[config.mk]
export PLATFORM = sky130hd
export DESIGN_NAME = bresenham_line_stepper
export DESIGN_NICKNAME = d
export VERILOG_FILES = /design/src/design/bls_pkg.sv /design/src/design/bls_setup.sv /design/src/design/bls_step.sv /design/src/design/bresenham_line_stepper.sv
export SDC_FILE = /design/constraint.sdc
export NUM_CORES = 1
export LEC_CHECK = 0
export ABC_AREA = 1
export BUFFER_PORTS_ARGS = -buffer_cell sky130_fd_sc_hd__buf_4
export CORE_MARGIN = 5
export CORE_UTILIZATION = 35
export DETAILED_ROUTE_END_ITERATION = 10
export HOLD_SLACK_MARGIN = 0.08
export MAX_ROUTING_LAYER = met4
export PLACE_DENSITY = 0.65
export SYNTH_ARGS = -nofsm -noshare
export SYNTH_HDL_FRONTEND = slang
export SYNTH_SLANG_ARGS = --single-unit
[constraint.sdc]
create_clock -name aclk -period 10.5 [get_ports aclk]
set_clock_uncertainty 0.2 [all_clocks]
set_input_delay 2.1 -clock aclk [delete_from_list [all_inputs] [get_ports aclk]]
set_output_delay 2.1 -clock aclk [all_outputs]
set_load 0.05 [all_outputs]
[src/design/bls_pkg.sv]
package bls_pkg;

    localparam int COORD_BITS_DEF = 14;
    localparam int VP_W = 13;

    localparam logic [VP_W-1:0] VP_WIDTH_RESET = 13'd640;
    localparam logic [VP_W-1:0] VP_HEIGHT_RESET = 13'd480;

    localparam logic ACTION_START = 1'b0;
    localparam logic ACTION_STEP = 1'b1;

    localparam int CFG_INDEX_W = 1;
    localparam logic [CFG_INDEX_W-1:0] REG_VIEWPORT_WIDTH = 1'd0;
    localparam logic [CFG_INDEX_W-1:0] REG_VIEWPORT_HEIGHT = 1'd1;

endpackage

[src/design/bls_setup.sv]
module bls_setup #(
    parameter int COORD_BITS = bls_pkg::COORD_BITS_DEF
) (
    input  logic [COORD_BITS-1:0] start_x,
    input  logic [COORD_BITS-1:0] start_y,
    input  logic [COORD_BITS-1:0] end_x,
    input  logic [COORD_BITS-1:0] end_y,
    output logic                  y_major,
    output logic [COORD_BITS-1:0] major_pos,
    output logic [COORD_BITS-1:0] minor_pos,
    output logic [COORD_BITS-1:0] major_end,
    output logic [COORD_BITS:0]   major_delta,
    output logic [COORD_BITS:0]   minor_delta,
    output logic                  minor_negative,
    output logic [COORD_BITS+2:0] error_term
);
    import bls_pkg::*;

    localparam int CB = COORD_BITS;

    logic [CB:0]   dx;
    logic [CB:0]   dy;
    logic [CB:0]   abs_dx;
    logic [CB:0]   abs_dy;
    logic [CB-1:0] a0;
    logic [CB-1:0] a1;
    logic [CB-1:0] b0;
    logic [CB-1:0] b1;
    logic          swap;
    logic [CB:0]   dmin;

    always_comb begin
        dx = {end_x[CB-1], end_x} - {start_x[CB-1], start_x};
        dy = {end_y[CB-1], end_y} - {start_y[CB-1], start_y};
        abs_dx = dx[CB] ? (~dx + 1'b1) : dx;
        abs_dy = dy[CB] ? (~dy + 1'b1) : dy;
        y_major = !(abs_dy < abs_dx);

        if (y_major) begin
            a0 = start_y;
            b0 = start_x;
            a1 = end_y;
            b1 = end_x;
        end else begin
            a0 = start_x;
            b0 = start_y;
            a1 = end_x;
            b1 = end_y;
        end

        swap = $signed(a1) < $signed(a0);
        major_pos = swap ? a1 : a0;
        major_end = swap ? a0 : a1;
        minor_pos = swap ? b1 : b0;
        major_delta = {major_end[CB-1], major_end} - {major_pos[CB-1], major_pos};
        dmin = swap ? ({b0[CB-1], b0} - {b1[CB-1], b1})
                    : ({b1[CB-1], b1} - {b0[CB-1], b0});
        minor_negative = dmin[CB];
        minor_delta = dmin[CB] ? (~dmin + 1'b1) : dmin;
        error_term = {1'b0, minor_delta, 1'b0} - {2'b00, major_delta};
    end

endmodule

[src/design/bls_step.sv]
module bls_step #(
    parameter int COORD_BITS = bls_pkg::COORD_BITS_DEF
) (
    input  logic                    y_major,
    input  logic [COORD_BITS-1:0]   major_pos,
    input  logic [COORD_BITS-1:0]   minor_pos,
    input  logic [COORD_BITS-1:0]   major_end,
    input  logic [COORD_BITS:0]     major_delta,
    input  logic [COORD_BITS:0]     minor_delta,
    input  logic                    minor_negative,
    input  logic [COORD_BITS+2:0]   error_term,
    input  logic [bls_pkg::VP_W-1:0] viewport_width,
    input  logic [bls_pkg::VP_W-1:0] viewport_height,
    output logic [COORD_BITS-1:0]   pixel_x,
    output logic [COORD_BITS-1:0]   pixel_y,
    output logic                    inside_view,
    output logic                    last_pixel,
    output logic [COORD_BITS-1:0]   major_pos_adv,
    output logic [COORD_BITS-1:0]   minor_pos_adv,
    output logic [COORD_BITS+2:0]   error_term_adv
);
    import bls_pkg::*;

    localparam int CB = COORD_BITS;
    localparam int CMP_W = (CB > VP_W) ? CB : VP_W;

    logic [CMP_W-1:0] x_ext;
    logic [CMP_W-1:0] y_ext;
    logic [CMP_W-1:0] w_ext;
    logic [CMP_W-1:0] h_ext;
    logic             error_pos;

    always_comb begin
        pixel_x = y_major ? minor_pos : major_pos;
        pixel_y = y_major ? major_pos : minor_pos;

        x_ext = CMP_W'(pixel_x);
        y_ext = CMP_W'(pixel_y);
        w_ext = CMP_W'(viewport_width);
        h_ext = CMP_W'(viewport_height);
        inside_view = !pixel_x[CB-1] && !pixel_y[CB-1] && (x_ext < w_ext) && (y_ext < h_ext);

        last_pixel = !($signed(major_pos) < $signed(major_end));

        error_pos = !error_term[CB+2] && (|error_term);
        major_pos_adv = major_pos + 1'b1;
        if (error_pos) begin
            minor_pos_adv = minor_negative ? (minor_pos - 1'b1) : (minor_pos + 1'b1);
            error_term_adv = error_term + {1'b0, minor_delta, 1'b0}
                             - {1'b0, major_delta, 1'b0};
        end else begin
            minor_pos_adv = minor_pos;
            error_term_adv = error_term + {1'b0, minor_delta, 1'b0};
        end
    end

endmodule

[src/design/bresenham_line_stepper.sv]
// Bresenham line stepper. A word on the input channel with s_action at start
// loads two endpoints and produces no result. Each word with s_action at step
// produces one result word carrying the current pixel, its viewport flag and
// a last-pixel flag, and then advances the line by one unit on the major axis.
// A step with no line in progress returns a word with m_line_active low and
// all other fields zero. After the last pixel the line is finished.
// The viewport size is set through cfg_we, cfg_index and cfg_wdata; index 0 is
// the width and index 1 the height. The user must write it only while the
// block is idle; the block itself does not enforce this. A result appears on
// the m_ channel in the cycle after its step word is accepted, held in an
// output register. One word per cycle is accepted while no result is stalled,
// as the setup and step logic feeding the state registers is combinational.
// While the receiver stalls with a result pending, s_ready stays low and the
// pending word is held unchanged. Reset ends any line in progress, empties the
// output register and restores the viewport to 640 by 480.
module bresenham_line_stepper #(
    parameter int COORD_BITS = bls_pkg::COORD_BITS_DEF
) (
    input  logic                           aclk,
    input  logic                           aresetn,
    input  logic                           cfg_we,
    input  logic [bls_pkg::CFG_INDEX_W-1:0] cfg_index,
    input  logic [bls_pkg::VP_W-1:0]       cfg_wdata,
    input  logic                           s_valid,
    output logic                           s_ready,
    input  logic                           s_action,
    input  logic [COORD_BITS-1:0]          s_start_x,
    input  logic [COORD_BITS-1:0]          s_start_y,
    input  logic [COORD_BITS-1:0]          s_end_x,
    input  logic [COORD_BITS-1:0]          s_end_y,
    output logic                           m_valid,
    input  logic                           m_ready,
    output logic [COORD_BITS-1:0]          m_pixel_x,
    output logic [COORD_BITS-1:0]          m_pixel_y,
    output logic                           m_inside_view,
    output logic                           m_last_pixel,
    output logic                           m_line_active
);
    import bls_pkg::*;

    localparam int CB = COORD_BITS;

    logic [VP_W-1:0] vp_width_reg;
    logic [VP_W-1:0] vp_height_reg;

    logic          busy_reg;
    logic          y_major_reg;
    logic [CB-1:0] major_pos_reg;
    logic [CB-1:0] minor_pos_reg;
    logic [CB-1:0] major_end_reg;
    logic [CB:0]   major_delta_reg;
    logic [CB:0]   minor_delta_reg;
    logic          minor_negative_reg;
    logic [CB+2:0] error_term_reg;

    logic          m_valid_reg;
    logic [CB-1:0] m_pixel_x_reg;
    logic [CB-1:0] m_pixel_y_reg;
    logic          m_inside_view_reg;
    logic          m_last_pixel_reg;
    logic          m_line_active_reg;

    logic          accept;
    logic          su_y_major;
    logic [CB-1:0] su_major_pos;
    logic [CB-1:0] su_minor_pos;
    logic [CB-1:0] su_major_end;
    logic [CB:0]   su_major_delta;
    logic [CB:0]   su_minor_delta;
    logic          su_minor_negative;
    logic [CB+2:0] su_error_term;

    logic [CB-1:0] st_pixel_x;
    logic [CB-1:0] st_pixel_y;
    logic          st_inside_view;
    logic          st_last_pixel;
    logic [CB-1:0] st_major_pos;
    logic [CB-1:0] st_minor_pos;
    logic [CB+2:0] st_error_term;

    bls_setup #(
        .COORD_BITS(COORD_BITS)
    ) u_setup (
        .start_x       (s_start_x),
        .start_y       (s_start_y),
        .end_x         (s_end_x),
        .end_y         (s_end_y),
        .y_major       (su_y_major),
        .major_pos     (su_major_pos),
        .minor_pos     (su_minor_pos),
        .major_end     (su_major_end),
        .major_delta   (su_major_delta),
        .minor_delta   (su_minor_delta),
        .minor_negative(su_minor_negative),
        .error_term    (su_error_term)
    );

    bls_step #(
        .COORD_BITS(COORD_BITS)
    ) u_step (
        .y_major        (y_major_reg),
        .major_pos      (major_pos_reg),
        .minor_pos      (minor_pos_reg),
        .major_end      (major_end_reg),
        .major_delta    (major_delta_reg),
        .minor_delta    (minor_delta_reg),
        .minor_negative (minor_negative_reg),
        .error_term     (error_term_reg),
        .viewport_width (vp_width_reg),
        .viewport_height(vp_height_reg),
        .pixel_x        (st_pixel_x),
        .pixel_y        (st_pixel_y),
        .inside_view    (st_inside_view),
        .last_pixel     (st_last_pixel),
        .major_pos_adv  (st_major_pos),
        .minor_pos_adv  (st_minor_pos),
        .error_term_adv (st_error_term)
    );

    assign s_ready = !m_valid_reg || m_ready;
    assign accept = s_valid && s_ready;

    always_ff @(posedge aclk) begin
        if (!aresetn) begin
            vp_width_reg <= VP_WIDTH_RESET;
            vp_height_reg <= VP_HEIGHT_RESET;
        end else if (cfg_we) begin
            unique case (cfg_index)
                REG_VIEWPORT_WIDTH: vp_width_reg <= cfg_wdata;
                REG_VIEWPORT_HEIGHT: vp_height_reg <= cfg_wdata;
                default: ;
            endcase
        end
    end

    always_ff @(posedge aclk) begin
        if (!aresetn) begin
            busy_reg <= 1'b0;
        end else if (accept) begin
            if (s_action == ACTION_START) begin
                busy_reg <= 1'b1;
            end else if (busy_reg && st_last_pixel) begin
                busy_reg <= 1'b0;
            end
        end
    end

    always_ff @(posedge aclk) begin
        if (accept) begin
            if (s_action == ACTION_START) begin
                y_major_reg <= su_y_major;
                major_pos_reg <= su_major_pos;
                minor_pos_reg <= su_minor_pos;
                major_end_reg <= su_major_end;
                major_delta_reg <= su_major_delta;
                minor_delta_reg <= su_minor_delta;
                minor_negative_reg <= su_minor_negative;
                error_term_reg <= su_error_term;
            end else if (busy_reg && !st_last_pixel) begin
                major_pos_reg <= st_major_pos;
                minor_pos_reg <= st_minor_pos;
                error_term_reg <= st_error_term;
            end
        end
    end

    always_ff @(posedge aclk) begin
        if (!aresetn) begin
            m_valid_reg <= 1'b0;
        end else if (accept && s_action == ACTION_STEP) begin
            m_valid_reg <= 1'b1;
        end else if (m_ready) begin
            m_valid_reg <= 1'b0;
        end
    end

    always_ff @(posedge aclk) begin
        if (accept && s_action == ACTION_STEP) begin
            if (busy_reg) begin
                m_pixel_x_reg <= st_pixel_x;
                m_pixel_y_reg <= st_pixel_y;
                m_inside_view_reg <= st_inside_view;
                m_last_pixel_reg <= st_last_pixel;
                m_line_active_reg <= 1'b1;
            end else begin
                m_pixel_x_reg <= '0;
                m_pixel_y_reg <= '0;
                m_inside_view_reg <= 1'b0;
                m_last_pixel_reg <= 1'b0;
                m_line_active_reg <= 1'b0;
            end
        end
    end

    assign m_valid = m_valid_reg;
    assign m_pixel_x = m_pixel_x_reg;
    assign m_pixel_y = m_pixel_y_reg;
    assign m_inside_view = m_inside_view_reg;
    assign m_last_pixel = m_last_pixel_reg;
    assign m_line_active = m_line_active_reg;

endmodule

==> flow_metrics.env <==
export IMPL_firstDrtPassIters=9
export IMPL_cp_arrival_ns=9.94
export IMPL_final_cell_mix="nand2_1, inv_1, buf_4"
export IMPL_relSlewSlack=0.418
export IMPL_antenna_found_initial=0
export IMPL_synthArstFlopShare=0
export IMPL_placedCellCount=3020
export IMPL_syn_inst=2252
export IMPL_hold_path_class="reg2reg"
export IMPL_dieArea_mm2=0.0497
export IMPL_synth_edff_count=122
export IMPL_grt_max_degree=58
export IMPL_grt_pass1_wl_mm=76.9
export IMPL_grt_pass1_vias=14600
export IMPL_drcViolationCount=0
export IMPL_status="complete, no violations"
export IMPL_yosysWarnings=0
export IMPL_setup_viol=0
export IMPL_drive_gt1_frac=0.161
export IMPL_cts_sinks=150
export IMPL_numCtsBuffers=17
export IMPL_netlist_area_mm2=0.0159
export IMPL_via_per_inst=4.98
export IMPL_seq_area_frac_synth=0.266
export IMPL_fillCellCount=4637
export IMPL_diodes=0
export IMPL_crit_type="in2reg"
export IMPL_synthDistinctLibCells=61
export IMPL_core_mm2=0.0451
export IMPL_finalCriticalPeriod_ns=9.95
export IMPL_post_synth_top_area_cell="edfxtp_1"
export IMPL_synth_seq_cells=150
export IMPL_syn_nets=2506
export IMPL_fmax_mhz=101
export IMPL_path_clk_slew_ns=0.07
export IMPL_cts_tree="yes"
export IMPL_stdcell_count=3063
export IMPL_end_kind="register"
export IMPL_drv_slew=0
export IMPL_fin_crit_sh=0.948
export IMPL_gp_congestion=0.975
export IMPL_seq_area_mm2=0.00422
export IMPL_start_util=0.352
export IMPL_hold_viol_final=0
export IMPL_max_cap_viol_count=0
export IMPL_tightest_slew_ns=0.871
export IMPL_critPathMaxFanout=18
export IMPL_die_height_um=223
export IMPL_vias=15200
export IMPL_hold_buffers=0
export IMPL_htree_levels=4
export IMPL_clockRootBuffer="clkbuf_16"
export IMPL_crit_slowest_cell="o21ai_0"
export IMPL_ant_nets=0
export IMPL_slowest_delay_ns=0.35
export IMPL_clk_path_buf_depth=2
export IMPL_detail_route_wirelength_mm=48.7
export IMPL_dpl_hpwl_mm=40.9
export IMPL_layout_commonest_cell="nand2_1"
export IMPL_synthFlopType="edfxtp_1"
export IMPL_portBuffers=108
export IMPL_syn2layout_area_growth_pct=18.8
export IMPL_wl_per_cell_um=15.9
export IMPL_grt_ovfl_total=0
export IMPL_crit_top_cell="nand2_1"
export IMPL_crit_required_ns=10.49
export IMPL_worstSkewPairLatency_ns=0.44
export IMPL_synth_top_cell_area_share=0.231
export IMPL_fp_row_count=78
export IMPL_synth_area_top_cells="edfxtp_1, nand2_1, ha_1"
export IMPL_grt_usage=0.196
export IMPL_dieWidth_um=223
export IMPL_cp_start_kind="primary input"
export IMPL_synth_avg_cell_area_um2=7.04
export IMPL_drtIter0Drc=1096
export IMPL_largest_reg_flops=17
export IMPL_multi_input_area_mm2=0.0100
export IMPL_io_pins=109
export IMPL_nNetsFinal=2704
stage by stage:
stage / setup slack [ns] / utilization / hold WS [ns] / TNS [ns] / cell area (um2)
2_1_floorplan: 0.0676 / - / 0.233 / 0 / 15900
3_3_place_gp: -0.0921 / 0.399 / 0.246 / -0.336 / 18000
3_5_place_dp: -0.261 / 0.399 / 0.255 / -1.59 / 18000
4_1_cts: 0.160 / 0.413 / 0.266 / 0 / 18600
5_1_grt: -0.0129 / 0.418 / 0.284 / -0.0188 / 18800
6_report: 0.551 / 0.418 / 0.260 / 0 / 18800
per-layer routing:
layer | track usage | vias to the layer above | wire length [um]
met2 | 0.324 | 369 | 22600
met3 | 0.0236 | 58 | 2120
met5 | - | - | 0
met1 | 0.258 | 7058 | 22700
li1 | - | 7758 | -
met4 | 0.0502 | 0 | 1240
critical path: cells and delay by family:
family,cells,cell delay (ns)
buffers and inverters,9,0.81
AO/OA/AOI/OAI,15,2.69
XOR/XNOR,3,0.53
adder cells (fa/ha/maj),4,1.26
AND/OR/NAND/NOR,21,2.51
cell type report:
| type | instances | area share |
|---|---|---|
| timing repair buffer | 236 | 0.0964 |
| tap | 600 | 0.0398 |
| clock buffer | 17 | 0.0226 |
| clock inverter | 15 | 0.0110 |
| multi-input combinational | 1674 | 0.532 |
| sequential | 150 | 0.224 |
| inverter | 371 | 0.0739 |
worst paths after layout:
| path | from | endpoint | slack [ns] | depth (start not counted) |
|---|---|---|---|---|
| min | vp_width_reg[12] | vp_width_reg[12] | 0.26 | 2 |
| min reg2reg | vp_width_reg[12] | vp_width_reg[12] | 0.26 | 2 |
| max reg2reg | minor_delta_reg[0] | error_term_reg[16] | 5.35 | 31 |
| max | s_start_y[2] | error_term_reg[14] | 0.55 | 52 |
synthesized netlist by cell type, types with 4 or more instances:
cell,instances
a21o_1,6
a21oi_1,180
a31oi_1,7
buf_1,5
buf_2,4
buf_4,5
buf_6,9
clkbuf_1,31
dfxtp_1,28
edfxtp_1,122
fa_1,8
ha_1,170
inv_1,352
inv_2,16
nand2_1,573
nand2_2,43
nand2_4,11
nand3_1,107
nand3_2,7
nand3b_1,7
nand4_1,17
nor2_1,125
nor2_2,6
nor2_4,6
nor3_1,12
nor4_1,8
o211ai_1,6
o21ai_0,164
o21ai_1,10
o21ai_2,4
o21bai_1,15
o22ai_1,9
o31ai_1,10
or2_2,4
xnor2_1,24
xor2_1,98
cell families (layout without fill, tap and decap cells):
logic type	Yosys count	in the layout	share of synthesized area
AOI/OAI and AO/OA	440	440	0.155
muxes	1	1	0.000631
DFF	150	150	0.266
and+or+nand+nor	931	933	0.256
xor gates and xnor gates	122	122	0.0674
adders and majority gates	178	178	0.144
buffers and inverters	430	639	0.111
repair_timing:
| item | in CTS | in global routing |
|---|---|---|
| setup endpoints to repair | 0 | 13 |
| setup buffers | 0 | 9 |
| endpoints found under the hold margin | 0 | 0 |
| gates resized for setup | 0 | 43 |
Power is left out: the tool's default activity adds up to more than one toggle a clock period on the data nets, which glitch-free logic cannot reach.
